===== config.mk =====
export PLATFORM = sky130hd
export DESIGN_NAME = region_bbox_mean_color
export DESIGN_NICKNAME = d
export VERILOG_FILES = /design/src/hw/rtl/rbm_pkg.sv /design/src/hw/rtl/rbm_front.sv /design/src/hw/rtl/rbm_queue.sv /design/src/hw/rtl/rbm_back.sv /design/src/hw/rtl/region_bbox_mean_color.sv
export SDC_FILE = /design/constraint.sdc
export NUM_CORES = 2
export LEC_CHECK = 0
export ABC_AREA = 1
export BUFFER_PORTS_ARGS = -buffer_cell sky130_fd_sc_hd__buf_2
export CAP_MARGIN = 10
export CORE_ASPECT_RATIO = 2
export CORE_UTILIZATION = 55
export DETAILED_ROUTE_END_ITERATION = 16
export GPL_TIMING_DRIVEN = 0
export PLACE_DENSITY = 0.78
export SLEW_MARGIN = 10
export SYNTH_ARGS = -nofsm -noshare
export SYNTH_HDL_FRONTEND = slang
export SYNTH_SLANG_ARGS = --single-unit

===== constraint.sdc =====
create_clock -name clk -period 8.9 [get_ports clk]
set_clock_uncertainty 0.15 [all_clocks]
set_input_delay 1.335 -clock clk [delete_from_list [all_inputs] [get_ports clk]]
set_output_delay 1.335 -clock clk [all_outputs]
set_load 0.1 [all_outputs]

===== src/hw/rtl/rbm_pkg.sv =====
`timescale 1ns / 1ps

package rbm_pkg;

	localparam int LABEL_W = 8;
	localparam int CHAN_W  = 8;
	localparam int POS_W   = 12;
	localparam int SIZE_W  = 13;
	localparam int CNT_W   = 25;
	localparam int SUM_W   = 32;
	localparam int COORD_W = 16;
	localparam int CFG_IDX_W  = 1;
	localparam int CFG_DATA_W = 13;
	localparam int QUEUE_DEPTH = 2;
	localparam int QPTR_W = $clog2(QUEUE_DEPTH);
	localparam int QCNT_W = $clog2(QUEUE_DEPTH + 1);

	// Quotient bits per mean; every mean fits in a channel word.
	localparam int QUO_W  = CHAN_W;
	localparam int STEP_W = $clog2(QUO_W);

	localparam logic [CFG_IDX_W-1:0] REG_REGION_LABEL = 1'd0;
	localparam logic [CFG_IDX_W-1:0] REG_IMAGE_WIDTH  = 1'd1;

	localparam logic [CFG_DATA_W-1:0] IMAGE_WIDTH_RESET = 13'd640;
	localparam logic [POS_W-1:0]      POS_ONES          = '1;

	typedef struct packed {
		logic [LABEL_W-1:0] label;
		logic [CHAN_W-1:0]  red;
		logic [CHAN_W-1:0]  green;
		logic [CHAN_W-1:0]  blue;
		logic               last_pixel;
	} pix_t;

	typedef struct packed {
		logic [POS_W-1:0]  left;
		logic [POS_W-1:0]  top;
		logic [POS_W-1:0]  right;
		logic [POS_W-1:0]  bottom;
		logic [SIZE_W-1:0] box_width;
		logic [SIZE_W-1:0] box_height;
		logic [CNT_W-1:0]  pixel_count;
		logic [CHAN_W-1:0] mean_red;
		logic [CHAN_W-1:0] mean_green;
		logic [CHAN_W-1:0] mean_blue;
		logic              region_empty;
	} res_t;

	// Totals of one finished frame, handed from the front to the back.
	typedef struct packed {
		logic [COORD_W-1:0] min_col;
		logic [COORD_W-1:0] min_row;
		logic [COORD_W-1:0] max_col;
		logic [COORD_W-1:0] max_row;
		logic [CNT_W-1:0]   count;
		logic [SUM_W-1:0]   sum_red;
		logic [SUM_W-1:0]   sum_green;
		logic [SUM_W-1:0]   sum_blue;
	} frame_t;

	typedef struct packed {
		logic full;
		logic empty;
	} q_stat_t;

	typedef enum logic [1:0] {
		BK_IDLE,
		BK_DIV,
		BK_DONE
	} back_state_t;

	function automatic logic [SUM_W-1:0] sat_add(input logic [SUM_W-1:0] a,
			input logic [CHAN_W-1:0] b);
		logic [SUM_W:0] s;
		s = {1'b0, a} + (SUM_W+1)'(b);
		return s[SUM_W] ? {SUM_W{1'b1}} : s[SUM_W-1:0];
	endfunction

endpackage


===== src/hw/rtl/rbm_front.sv =====
`timescale 1ns / 1ps

module rbm_front #(
	parameter int MAX_DIM    = 4096,
	parameter int COLOR_BITS = 8
) (
	input  logic                            clk,
	input  logic                            arst_n,
	input  logic                            cfg_we,
	input  logic [rbm_pkg::CFG_IDX_W-1:0]   cfg_index,
	input  logic [rbm_pkg::CFG_DATA_W-1:0]  cfg_data,
	input  logic                            pix_valid,
	output logic                            pix_ready,
	input  rbm_pkg::pix_t                   pix,
	input  rbm_pkg::q_stat_t                q_stat,
	output logic                            push,
	output rbm_pkg::frame_t                 push_frame
);

	localparam int CDW = $clog2(MAX_DIM);
	localparam int MW  = (CDW > rbm_pkg::POS_W) ? CDW : rbm_pkg::POS_W;
	localparam int XW  = (CDW + 1 > rbm_pkg::SIZE_W) ? CDW + 1 : rbm_pkg::SIZE_W;
	localparam logic [rbm_pkg::CHAN_W-1:0] CMASK =
		rbm_pkg::CHAN_W'((33'd1 << COLOR_BITS) - 33'd1);
	localparam logic [rbm_pkg::CNT_W-1:0] CNT_MAX = '1;

	logic [rbm_pkg::LABEL_W-1:0]    label_q;
	logic [rbm_pkg::CFG_DATA_W-1:0] width_q;

	logic [CDW-1:0] column_q, row_q;
	logic [MW-1:0]  min_col_q, min_row_q, max_col_q, max_row_q;
	logic [rbm_pkg::SUM_W-1:0] sum_r_q, sum_g_q, sum_b_q;
	logic [rbm_pkg::CNT_W-1:0] count_q;

	logic [XW-1:0] w_ext, w_eff;
	logic          col_wrap, hit, take, acc;
	logic [MW-1:0] col_m, row_m;
	logic [MW-1:0] min_col_n, min_row_n, max_col_n, max_row_n;
	logic [rbm_pkg::SUM_W-1:0] sum_r_n, sum_g_n, sum_b_n;
	logic [rbm_pkg::CNT_W-1:0] count_n;
	logic [rbm_pkg::CHAN_W-1:0] r_m, g_m, b_m;

	always_ff @(posedge clk or negedge arst_n) begin
		if (!arst_n) begin
			label_q <= '0;
			width_q <= rbm_pkg::IMAGE_WIDTH_RESET;
		end else if (cfg_we) begin
			case (cfg_index)
				rbm_pkg::REG_REGION_LABEL: label_q <= cfg_data[rbm_pkg::LABEL_W-1:0];
				rbm_pkg::REG_IMAGE_WIDTH:  width_q <= cfg_data;
				default: ;
			endcase
		end
	end

	// Hold a closing pixel while the queue has no room for its frame.
	assign pix_ready = !(pix.last_pixel && q_stat.full);
	assign acc       = pix_valid && pix_ready;

	always_comb begin
		w_ext = XW'(width_q);
		if (w_ext == '0)
			w_eff = XW'(1);
		else if (w_ext > XW'(MAX_DIM))
			w_eff = XW'(MAX_DIM);
		else
			w_eff = w_ext;
		col_wrap = (XW'(column_q) + XW'(1)) >= w_eff;

		r_m = pix.red & CMASK;
		g_m = pix.green & CMASK;
		b_m = pix.blue & CMASK;

		col_m = MW'(column_q);
		row_m = MW'(row_q);
		hit   = pix.label == label_q;
		take  = hit && (count_q != CNT_MAX);

		min_col_n = (hit && col_m < min_col_q) ? col_m : min_col_q;
		min_row_n = (hit && row_m < min_row_q) ? row_m : min_row_q;
		max_col_n = (hit && col_m > max_col_q) ? col_m : max_col_q;
		max_row_n = (hit && row_m > max_row_q) ? row_m : max_row_q;
		count_n   = take ? count_q + rbm_pkg::CNT_W'(1) : count_q;
		sum_r_n   = take ? rbm_pkg::sat_add(sum_r_q, r_m) : sum_r_q;
		sum_g_n   = take ? rbm_pkg::sat_add(sum_g_q, g_m) : sum_g_q;
		sum_b_n   = take ? rbm_pkg::sat_add(sum_b_q, b_m) : sum_b_q;

		push = acc && pix.last_pixel;
		push_frame.min_col   = rbm_pkg::COORD_W'(min_col_n);
		push_frame.min_row   = rbm_pkg::COORD_W'(min_row_n);
		push_frame.max_col   = rbm_pkg::COORD_W'(max_col_n);
		push_frame.max_row   = rbm_pkg::COORD_W'(max_row_n);
		push_frame.count     = count_n;
		push_frame.sum_red   = sum_r_n;
		push_frame.sum_green = sum_g_n;
		push_frame.sum_blue  = sum_b_n;
	end

	always_ff @(posedge clk or negedge arst_n) begin
		if (!arst_n) begin
			column_q  <= '0;
			row_q     <= '0;
			min_col_q <= MW'(rbm_pkg::POS_ONES);
			min_row_q <= MW'(rbm_pkg::POS_ONES);
			max_col_q <= '0;
			max_row_q <= '0;
			sum_r_q   <= '0;
			sum_g_q   <= '0;
			sum_b_q   <= '0;
			count_q   <= '0;
		end else if (acc) begin
			if (pix.last_pixel) begin
				column_q  <= '0;
				row_q     <= '0;
				min_col_q <= MW'(rbm_pkg::POS_ONES);
				min_row_q <= MW'(rbm_pkg::POS_ONES);
				max_col_q <= '0;
				max_row_q <= '0;
				sum_r_q   <= '0;
				sum_g_q   <= '0;
				sum_b_q   <= '0;
				count_q   <= '0;
			end else begin
				min_col_q <= min_col_n;
				min_row_q <= min_row_n;
				max_col_q <= max_col_n;
				max_row_q <= max_row_n;
				sum_r_q   <= sum_r_n;
				sum_g_q   <= sum_g_n;
				sum_b_q   <= sum_b_n;
				count_q   <= count_n;
				if (col_wrap) begin
					column_q <= '0;
					if (row_q < CDW'(MAX_DIM - 1))
						row_q <= row_q + CDW'(1);
				end else begin
					column_q <= column_q + CDW'(1);
				end
			end
		end
	end

endmodule


===== src/hw/rtl/rbm_queue.sv =====
`timescale 1ns / 1ps

module rbm_queue (
	input  logic              clk,
	input  logic              arst_n,
	input  logic              push,
	input  rbm_pkg::frame_t   push_frame,
	input  logic              pop,
	output rbm_pkg::frame_t   head,
	output rbm_pkg::q_stat_t  q_stat
);

	rbm_pkg::frame_t              mem_q [rbm_pkg::QUEUE_DEPTH];
	logic [rbm_pkg::QPTR_W-1:0]   wr_q, rd_q;
	logic [rbm_pkg::QCNT_W-1:0]   fill_q;
	logic                         do_push, do_pop;

	assign q_stat.full  = fill_q == rbm_pkg::QCNT_W'(rbm_pkg::QUEUE_DEPTH);
	assign q_stat.empty = fill_q == '0;
	assign do_push      = push && !q_stat.full;
	assign do_pop       = pop && !q_stat.empty;
	assign head         = mem_q[rd_q];

	always_ff @(posedge clk) begin
		if (do_push)
			mem_q[wr_q] <= push_frame;
	end

	always_ff @(posedge clk or negedge arst_n) begin
		if (!arst_n) begin
			wr_q   <= '0;
			rd_q   <= '0;
			fill_q <= '0;
		end else begin
			if (do_push)
				wr_q <= (wr_q == rbm_pkg::QPTR_W'(rbm_pkg::QUEUE_DEPTH - 1)) ? '0
					: wr_q + rbm_pkg::QPTR_W'(1);
			if (do_pop)
				rd_q <= (rd_q == rbm_pkg::QPTR_W'(rbm_pkg::QUEUE_DEPTH - 1)) ? '0
					: rd_q + rbm_pkg::QPTR_W'(1);
			case ({do_push, do_pop})
				2'b10:   fill_q <= fill_q + rbm_pkg::QCNT_W'(1);
				2'b01:   fill_q <= fill_q - rbm_pkg::QCNT_W'(1);
				default: fill_q <= fill_q;
			endcase
		end
	end

endmodule


===== src/hw/rtl/rbm_back.sv =====
`timescale 1ns / 1ps

module rbm_back (
	input  logic              clk,
	input  logic              arst_n,
	input  rbm_pkg::frame_t   head,
	input  rbm_pkg::q_stat_t  q_stat,
	output logic              pop,
	output logic              res_valid,
	input  logic              res_ready,
	output rbm_pkg::res_t     res
);

	localparam int SW = rbm_pkg::SUM_W;

	rbm_pkg::back_state_t state_q, state_n;

	rbm_pkg::res_t              work_q, res_q;
	rbm_pkg::res_t              work_n, res_n;
	logic                       res_valid_q;
	logic [SW-1:0]              rem_r_q, rem_g_q, rem_b_q, div_q;
	logic [rbm_pkg::QUO_W-1:0]  quo_r_q, quo_g_q, quo_b_q;
	logic [rbm_pkg::STEP_W-1:0] step_q;

	logic          out_free, do_step, load_out, head_empty, last_step;
	logic [SW:0]   dif_r, dif_g, dif_b;

	assign out_free   = !res_valid_q || res_ready;
	assign head_empty = head.count == '0;
	assign last_step  = step_q == rbm_pkg::STEP_W'(rbm_pkg::QUO_W - 1);

	always_comb begin
		state_n = state_q;
		case (state_q)
			rbm_pkg::BK_IDLE:
				if (!q_stat.empty)
					state_n = head_empty ? rbm_pkg::BK_DONE : rbm_pkg::BK_DIV;
			rbm_pkg::BK_DIV:
				if (last_step)
					state_n = rbm_pkg::BK_DONE;
			rbm_pkg::BK_DONE:
				if (out_free)
					state_n = rbm_pkg::BK_IDLE;
			default: state_n = rbm_pkg::BK_IDLE;
		endcase
	end

	always_comb begin
		pop      = 1'b0;
		do_step  = 1'b0;
		load_out = 1'b0;
		case (state_q)
			rbm_pkg::BK_IDLE: pop      = !q_stat.empty;
			rbm_pkg::BK_DIV:  do_step  = 1'b1;
			rbm_pkg::BK_DONE: load_out = out_free;
			default: ;
		endcase
	end

	always_ff @(posedge clk or negedge arst_n) begin
		if (!arst_n)
			state_q <= rbm_pkg::BK_IDLE;
		else
			state_q <= state_n;
	end

	// Box fields of the frame at the queue head; means follow from the divider.
	always_comb begin
		work_n = '0;
		if (head_empty) begin
			work_n.region_empty = 1'b1;
		end else begin
			work_n.left        = head.min_col[rbm_pkg::POS_W-1:0];
			work_n.top         = head.min_row[rbm_pkg::POS_W-1:0];
			work_n.right       = head.max_col[rbm_pkg::POS_W-1:0];
			work_n.bottom      = head.max_row[rbm_pkg::POS_W-1:0];
			work_n.box_width   = rbm_pkg::SIZE_W'(head.max_col - head.min_col
				+ rbm_pkg::COORD_W'(1));
			work_n.box_height  = rbm_pkg::SIZE_W'(head.max_row - head.min_row
				+ rbm_pkg::COORD_W'(1));
			work_n.pixel_count = head.count;
		end

		res_n            = work_q;
		res_n.mean_red   = quo_r_q;
		res_n.mean_green = quo_g_q;
		res_n.mean_blue  = quo_b_q;
	end

	// Restoring division, one quotient bit per cycle for all three channels.
	assign dif_r = {1'b0, rem_r_q} - {1'b0, div_q};
	assign dif_g = {1'b0, rem_g_q} - {1'b0, div_q};
	assign dif_b = {1'b0, rem_b_q} - {1'b0, div_q};

	always_ff @(posedge clk) begin
		if (pop) begin
			step_q  <= '0;
			quo_r_q <= '0;
			quo_g_q <= '0;
			quo_b_q <= '0;
			rem_r_q <= head.sum_red;
			rem_g_q <= head.sum_green;
			rem_b_q <= head.sum_blue;
			div_q   <= SW'({head.count, {(rbm_pkg::QUO_W-1){1'b0}}});
			work_q  <= work_n;
		end else if (do_step) begin
			step_q  <= step_q + rbm_pkg::STEP_W'(1);
			div_q   <= div_q >> 1;
			quo_r_q <= {quo_r_q[rbm_pkg::QUO_W-2:0], !dif_r[SW]};
			quo_g_q <= {quo_g_q[rbm_pkg::QUO_W-2:0], !dif_g[SW]};
			quo_b_q <= {quo_b_q[rbm_pkg::QUO_W-2:0], !dif_b[SW]};
			if (!dif_r[SW])
				rem_r_q <= dif_r[SW-1:0];
			if (!dif_g[SW])
				rem_g_q <= dif_g[SW-1:0];
			if (!dif_b[SW])
				rem_b_q <= dif_b[SW-1:0];
		end
	end

	always_ff @(posedge clk) begin
		if (load_out)
			res_q <= res_n;
	end

	always_ff @(posedge clk or negedge arst_n) begin
		if (!arst_n)
			res_valid_q <= 1'b0;
		else if (load_out)
			res_valid_q <= 1'b1;
		else if (res_ready)
			res_valid_q <= 1'b0;
	end

	assign res_valid = res_valid_q;
	assign res       = res_q;

endmodule


===== src/hw/rtl/region_bbox_mean_color.sv =====
`timescale 1ns / 1ps

// Channel   Signals                            Direction  Transaction
// pix       pix_valid, pix_ready, pix          in         one pixel, raster order
// res       res_valid, res_ready, res          out        one frame summary
// cfg       cfg_we, cfg_index, cfg_data        in         register write, no wait
//
// Each accepted pixel is folded into the front accumulator.
// A frame summary leaves the queue, passes through the shared restoring
// divider (one quotient bit per step) and is loaded into the output register
// once that register is free; an empty region skips the divider.
// A two-entry frame queue lets the front keep taking pixels while the divider
// runs; only a last pixel stalls, and only when the queue is full.
// Reset clears the accumulators, queue and output valid; no clearing pass.

module region_bbox_mean_color #(
	parameter int MAX_DIM    = 4096,
	parameter int COLOR_BITS = 8
) (
	input  logic                            clk,
	input  logic                            arst_n,
	input  logic                            cfg_we,
	input  logic [rbm_pkg::CFG_IDX_W-1:0]   cfg_index,
	input  logic [rbm_pkg::CFG_DATA_W-1:0]  cfg_data,
	input  logic                            pix_valid,
	output logic                            pix_ready,
	input  rbm_pkg::pix_t                   pix,
	output logic                            res_valid,
	input  logic                            res_ready,
	output rbm_pkg::res_t                   res
);

	rbm_pkg::q_stat_t q_stat;
	rbm_pkg::frame_t  push_frame, head;
	logic             push, pop;

	rbm_front #(
		.MAX_DIM    (MAX_DIM),
		.COLOR_BITS (COLOR_BITS)
	) u_front (
		.clk        (clk),
		.arst_n     (arst_n),
		.cfg_we     (cfg_we),
		.cfg_index  (cfg_index),
		.cfg_data   (cfg_data),
		.pix_valid  (pix_valid),
		.pix_ready  (pix_ready),
		.pix        (pix),
		.q_stat     (q_stat),
		.push       (push),
		.push_frame (push_frame)
	);

	rbm_queue u_queue (
		.clk        (clk),
		.arst_n     (arst_n),
		.push       (push),
		.push_frame (push_frame),
		.pop        (pop),
		.head       (head),
		.q_stat     (q_stat)
	);

	rbm_back u_back (
		.clk       (clk),
		.arst_n    (arst_n),
		.head      (head),
		.q_stat    (q_stat),
		.pop       (pop),
		.res_valid (res_valid),
		.res_ready (res_ready),
		.res       (res)
	);

endmodule


# After elaboration in Yosys (flattened, before gate mapping)

Memories as Yosys holds them, arrays and structs flattened.
Cells that the tools add are included.

Bits in registers: 600
RAM bits: 338
Input bits: 52
Memories kept: 1

Add/sub/neg operators: 19
Magnitude comparators: 7
Eq/ne operators: 14
Muxes and demuxes: 53
Bitwise operators: 1
Reduce and logical (&&, ||, !) cells: 34

Memories:

| memory        | depth | width | read ports | clocked after Yosys merged registers in | wr ports | line            | RTL |
|---|---|---|---|---|---|---|---|
| u_queue.mem_q | 2     | 169   | 1          | 0                                       | 1        | rbm_queue.sv:13 | `rbm_pkg::frame_t mem_q [rbm_pkg::QUEUE_DEPTH];` |

Operator list:

| operator                                              | number |
|---|---|
| two-way mux 32 bit                                    | 20 |
| two-way mux 12 bit                                    | 13 |
| adder 32 x 8 -> 33 bit                                | 3 |
| subtractor 32 x 32 -> 33 bit                          | 3 |
| two-way mux 25 bit                                    | 2 |
| adder 13 x 1 -> 13 bit, second input constant         | 2 |
| two-way mux 13 bit                                    | 2 |
| subtractor 13 bit                                     | 2 |
| adder 25 x 1 -> 25 bit, second input constant         | 1 |
| zero test 25 bit                                      | 1 |
| != test 25 bit, second input constant                 | 1 |
| adder 12 x 1 -> 12 bit, second input constant         | 2 |
| greater-than comparator 12 bit                        | 2 |
| < comparator 12 bit                                   | 2 |
| adder 12 x 1 -> 13 bit, second input constant         | 1 |
| greater-or-equal comparator 13 bit                    | 1 |
| greater-than comparator 13 bit, second input constant | 1 |
| zero test 13 bit                                      | 1 |
| < comparator 12 bit, second input constant            | 1 |
| logical AND 1 bit                                     | 10 |
| two-way mux 1 bit                                     | 10 |
| AND reduction 2 bit                                   | 5 |
| nonzero test 2 bit                                    | 5 |
| equality test 8 bit                                   | 1 |
| other kinds (17)                                      | 36 |

# Longest topological paths before layout

Depth in word-level cells: 8
Gate-level depth with buffers: 21
Mapped depth without buffers: 19

# Hierarchy

Synthesis repeated with hierarchy kept, for this count alone.

Cell total of the unflattened synthesis: 6634
Area total of the unflattened synthesis: 54648.7 µm²

Modules (own cells, without submodules):

| module    | times used | cells each | area each (µm²) | sequential area each (µm²) |
|---|---|---|---|---|
| rbm_back  | 1          | 2770       | 22580.4         | 11115.7 |
| rbm_front | 1          | 2865       | 18317.6         | 5387.7 |
| rbm_queue | 1          | 999        | 13750.7         | 11210.8 |

# Worst setup path before layout

No wires, ideal clock.

Path type: input to register
Start point: input port pix[0] (netlist bit)
End point: memory u_queue.mem_q[0][0] (netlist bit), enable pin
Arrival: 9.937 ns
Slack: -1.889 ns
Stages on the path: 6
Buffers on the path: 1
Cells stage by stage: buf_2 nand3_1 nand2_1 inv_1 nand2_1 nor2_1

Longest elaborated chain between the ends: 7

Ends and longest elaborated chain:

| what                                    | line                         | RTL |
|---|---|---|
| start: declaration                      | region_bbox_mean_color.sv:27 | `input rbm_pkg::pix_t pix,` |
| logical AND 1 bit                       | rbm_front.sv:57              | `assign pix_ready = !(pix.last_pixel && q_stat.full);` |
| zero test 1 bit                         | rbm_front.sv:57              |  |
| named net pix_ready                     | region_bbox_mean_color.sv:26 | `output logic pix_ready,` |
| logical AND 1 bit                       | rbm_front.sv:58              | `assign acc = pix_valid && pix_ready;` |
| logical AND 1 bit                       | rbm_front.sv:88              | `push = acc && pix.last_pixel;` |
| logical AND 1 bit                       | rbm_queue.sv:20              | `assign do_push = push && !q_stat.full;` |
| two-way mux 1 bit                       | rbm_queue.sv:25              | `if (do_push)` |
| two-way mux 1 bit (not written as such) | rbm_queue.sv:26              | `mem_q[wr_q] <= push_frame;` |
| end: declaration                        | rbm_queue.sv:13              |  |

The timed path passes the listed nets, and every way through them passes these cells.

# Worst setup path in the final report

Start point: register u_queue.rd_q
End point: register u_back.work_q (netlist bit u_back.res_n[75]) (data pin)

Longest elaborated chain between the ends: 3

Ends and longest elaborated chain:

| what                     | line            | RTL |
|---|---|---|
| start: declaration       | rbm_queue.sv:14 | `logic [rbm_pkg::QPTR_W-1:0] wr_q, rd_q;` |
| start signal: assignment | rbm_queue.sv:39 | `rd_q <= (rd_q == rbm_pkg::QPTR_W'(rbm_pkg::QUEUE_DEPTH - 1)) ? '0` |
| memory (2 x 169 bit) *   | -               |  |
| subtractor 13 bit        | rbm_back.sv:77  | `work_n.box_width = rbm_pkg::SIZE_W'(head.max_col - head.min_col` |
| adder 13 x 1 -> 13 bit   | rbm_back.sv:78  | `+ rbm_pkg::COORD_W'(1));` |
| end signal: assignment   | rbm_back.sv:105 | `work_q <= work_n;` |
| end: declaration         | rbm_back.sv:18  | `rbm_pkg::res_t work_q, res_q;` |

Mark *: on every way between the ends. The rest lies on a longest branch, timed or not.
A chain may end at the register's enable or synchronous reset.

==> flow_metrics.py <==
metrics = {
    "grt": {
        "first_global_vias": 42860,
        "grt_max_degree": 94,
        "initial_antenna_violation_count": 7,
        "wire_length_of_the_first_global_routing_pass_mm": 262,
        "grt_use_total_pct": 39.0,
        "global_route.overflow_total": 0,
    },
    "floorplanning": {
        "floorplan.initialDensity_pct": 55.5,
        "floorplan.die_area_um2": 93700,
        "core_area_um2": 91500,
        "io_pins": 178,
        "die_height_um": 432,
        "die_x_um": 217,
        "floorplan.rows": 157,
    },
    "route": {
        "dr.first_iter.drc_count": 3100,
        "route.final.wire_length_mm": 182,
        "detailroute.via_count": 42703,
        "dr.pass1.iters": 6,
        "detail_route.vias_per_cell": 5.73,
        "routed_wire_length_per_instance_um": 24.4,
        "final_antenna_violating_net_count": 0,
        "drc": 0,
    },
    "timing": {
        "tightestPinTransition_ps": 1280,
        "max_freq_mhz": 197,
        "timing.max_slew.rel_slack_pct": 14.9,
        "timing.final.max_slew_violations": 0,
        "whs_ps": 265,
        "finalCriticalPeriod_ps": 5090,
        "setup_violations": 0,
        "hold_viol": 0,
        "rsz0062_at_grt": "false",
        "layout_worst_path_cycle_share_pct": 57.2,
    },
    "power": {
        "post-layout-total-power_uw": 20800,
        "ir_worst_vdd_mv": 0.439,
        "p_comb_share_pct": 50.3,
        "power_report.internal_total_uw": 10900,
        "switching_share_pct": 47.4,
        "seq_power_share_pct": 31.9,
        "power_per_cell_area_nw_per_um2": 368,
        "total_leakage_power_uw": 0.0254,
        "total_switching_power_uw": 9870,
        "p_clk_share_pct": 17.8,
    },
    "layout": {
        "share_of_post_route_cells_with_drive_strength_above_1_pct": 7.58,
        "nets": 6473,
        "n_fill_cell": 8073,
        "synthesis_to_layout_area_growth_pct": 11.3,
    },
    "synth": {
        "synth_flop_cell": "edfxtp_1",
        "net_count_after_synthesis": 6185,
        "postSynth.asyncResetShare_pct": 23.6,
        "synth_largest_type_area_fraction_pct": 40.4,
        "synth-edff-count": 683,
        "synth-seq-area-share_pct": 52.6,
        "syn-cell-area_um2": 50800,
        "synth_top_area_cell": "edfxtp_1",
        "ys_ff_latch": 938,
        "ys_top_cells_by_area": "edfxtp_1 40%, nand2_1 13%, dfrtp_1 9.6%",
        "ys_warn_count": 0,
        "syn-mean-instance-area_um2": 8.62,
        "synth_cell_types": 48,
        "synthesis.instances": 5894,
    },
    "critical_path": {
        "cp_slowest_cell": "buf_1",
        "critical_path.cell_chain": "buf_4 -> clkbuf_1 -> buf_1 -> mux2i_1 -> ha_1 -> ha_1 -> nand4_1 -> o21ai_0 -> nand2_1 -> nand3_1 -> nor2_1 -> o21ai_0 -> inv_1",
        "critical_path_arrival_ps": 5410,
        "worst-setup-path-type": "flop to flop",
        "crit_path_end_kind": "flop",
        "setup.worst_path.start_class": "flop",
        "critical_path.max_fanout": 10,
        "worst_ep_required_time_ps": 9220,
        "critPathMaxStageDelay_ps": 920,
    },
    "clock_network": {
        "clkSlewWorstSetupHoldPaths_ps": 70,
        "post_cts_buffers": 0,
        "tritoncts_num_sinks": 938,
        "tritoncts.num_buffers": 83,
        "clock_tree_from_tritoncts": "built",
        "cts_htree_levels": 3,
        "insertion_delay_ps": 730,
        "max-clock-path-buffers": 3,
        "ctsRootBufferMaster": "clkbuf_16",
        "cts-hold-fix-buffers": 0,
        "postCtsResizedCells": 0,
    },
    "run": {
        "drv_cap": 0,
    },
    "placed_design": {
        "dp_hpwl_mm": 144,
        "io_buffers": 176,
        "gp_congestion": 1.05,
    },
    "hold_path": {
        "worst_hold_path_type": "flop to flop",
    },
    "status": {
        "run_status": "completed",
    },
}
## registers in the layout, indices dropped and copies added (netlist names), 8 cells and up
name	cells
u_queue.mem_q	338
u_back.res	124
u_back.res_n	100
u_back.div_q	32
u_back.rem_b_q	32
u_back.rem_g_q	32
u_back.rem_r_q	32
u_front.sum_b_q	32
u_front.sum_g_q	32
u_front.sum_r_q	32
u_front.count_q	25
u_front.w_ext	13
u_front.col_m	12
u_front.max_col_q	12
u_front.max_row_q	12
u_front.min_col_q	12
u_front.min_row_q	12
u_front.row_m	12
u_back.quo_b_q	8
u_back.quo_g_q	8
u_back.quo_r_q	8
u_front.label_q	8
## worst max-delay path, delay by kind of cell (launching register included)
kind            cells  cell delay [ps]
buf+inv             4             1770
compound gates      2              720
fa+ha+maj           2              710
mux                 1              750
simple gates        4              390
flops               1              320
## synthesized netlist by cell type, types with 16 or more instances
library cell	count
a21o_1	20
a21oi_1	218
a31oi_1	19
and2_1	76
buf_2	37
clkbuf_1	115
dfrtp_1	195
dfstp_2	26
dfxtp_1	34
edfxtp_1	683
ha_1	231
inv_1	705
mux2i_1	24
nand2_1	1783
nand3_1	412
nand4_1	161
nor2_1	434
nor3_1	79
o21a_1	16
o21ai_0	335
o22ai_1	27
or2_2	43
xnor2_1	18
xor2_1	77
## power by group through the flow
stage               combinational, µW  clock [µW]  sequential [µW]
CTS                             10300        3720             6640
global route                    11300        3870             6710
floorplan                        5780           0             7800
finish                          10500        3700             6650
detailed placement              10200           0             6720
global placement                 9940           0             6900
## cells in the final DEF (no fill, tap or decap), types with 34 or more instances in the layout
cell type  instances
a21oi_1          218
and2_1            76
buf_2            212
clkbuf_1         129
clkbuf_16         83
dfrtp_1          195
dfxtp_1           34
edfxtp_1         683
ha_1             231
inv_1            705
nand2_1         1780
nand3_1          412
nand4_1          161
nor2_1           431
nor3_1            79
o21ai_0          332
or2_2             43
xor2_1            77
## through the flow
step	setup slack, ps	instances	cell area (µm²)	util [%]	setup TNS [ps]
3_5_place_dp	3890	7286	53800	58.8	0
6_report	3810	7447	56500	61.8	0
3_3_place_gp	-5480	7262	53200	58.1	-1965300
4_1_cts	3870	7441	56500	61.7	0
2_1_floorplan	-1890	5894	50800	-	-638330
5_1_grt	3720	7446	56500	61.8	0
## cells by family (layout without fill, tap and decap cells)
group	after synthesis	count (layout)	synth area share [%]
multiplexers	28	28	0.561
adder cells (fa/ha/maj)	239	239	6.00
buffers and inverters	879	1237	6.70
flip-flops	938	938	52.6
XOR/XNOR	95	95	1.64
AND/OR/NAND/NOR	3030	3030	25.2
other	0	3	0
AO/OA/AOI/OAI	685	685	7.24
## worst paths after layout
kind | start | to | slack (ps) | cells past startpoint
min in group asynchronous | arst_n | u_front.sum_b_q[27] | 420 | 1
hold / removal | u_back.res_n[123] | u_back.res[123] | 270 | 0
hold reg to reg | u_back.res_n[123] | u_back.res[123] | 270 | 0
max in group asynchronous | arst_n | u_front.min_col_q[0] | 7210 | 2
setup reg to reg | u_queue.rd_q | u_back.res_n[75] | 3810 | 13
setup / recovery | u_queue.rd_q | u_back.res_n[75] | 3810 | 13
## layout make-up
class	count	area (µm²)	share of cell area, %
clock inverters	53	539	0.954
flip-flops and latches	938	26800	47.3
repair buffers	203	1470	2.60
inverters	710	2670	4.71
multi-input cells	4077	20700	36.6
clock buffers	102	2190	3.87
plain buffers	169	742	1.31
diodes	3	7.51	0.0133
well taps	1192	1490	2.64
## layer usage
| metal | wire length [µm] | global-route usage (%) |
|---|---|---|
| met1 | 56400 | 35.0 |
| met2 | 92400 | 70.1 |
| met3 | 9620 | 6.65 |
| met4 | 23300 | 42.2 |
| met5 | 45 | 0 |
(Power assumes the default switching activity.)
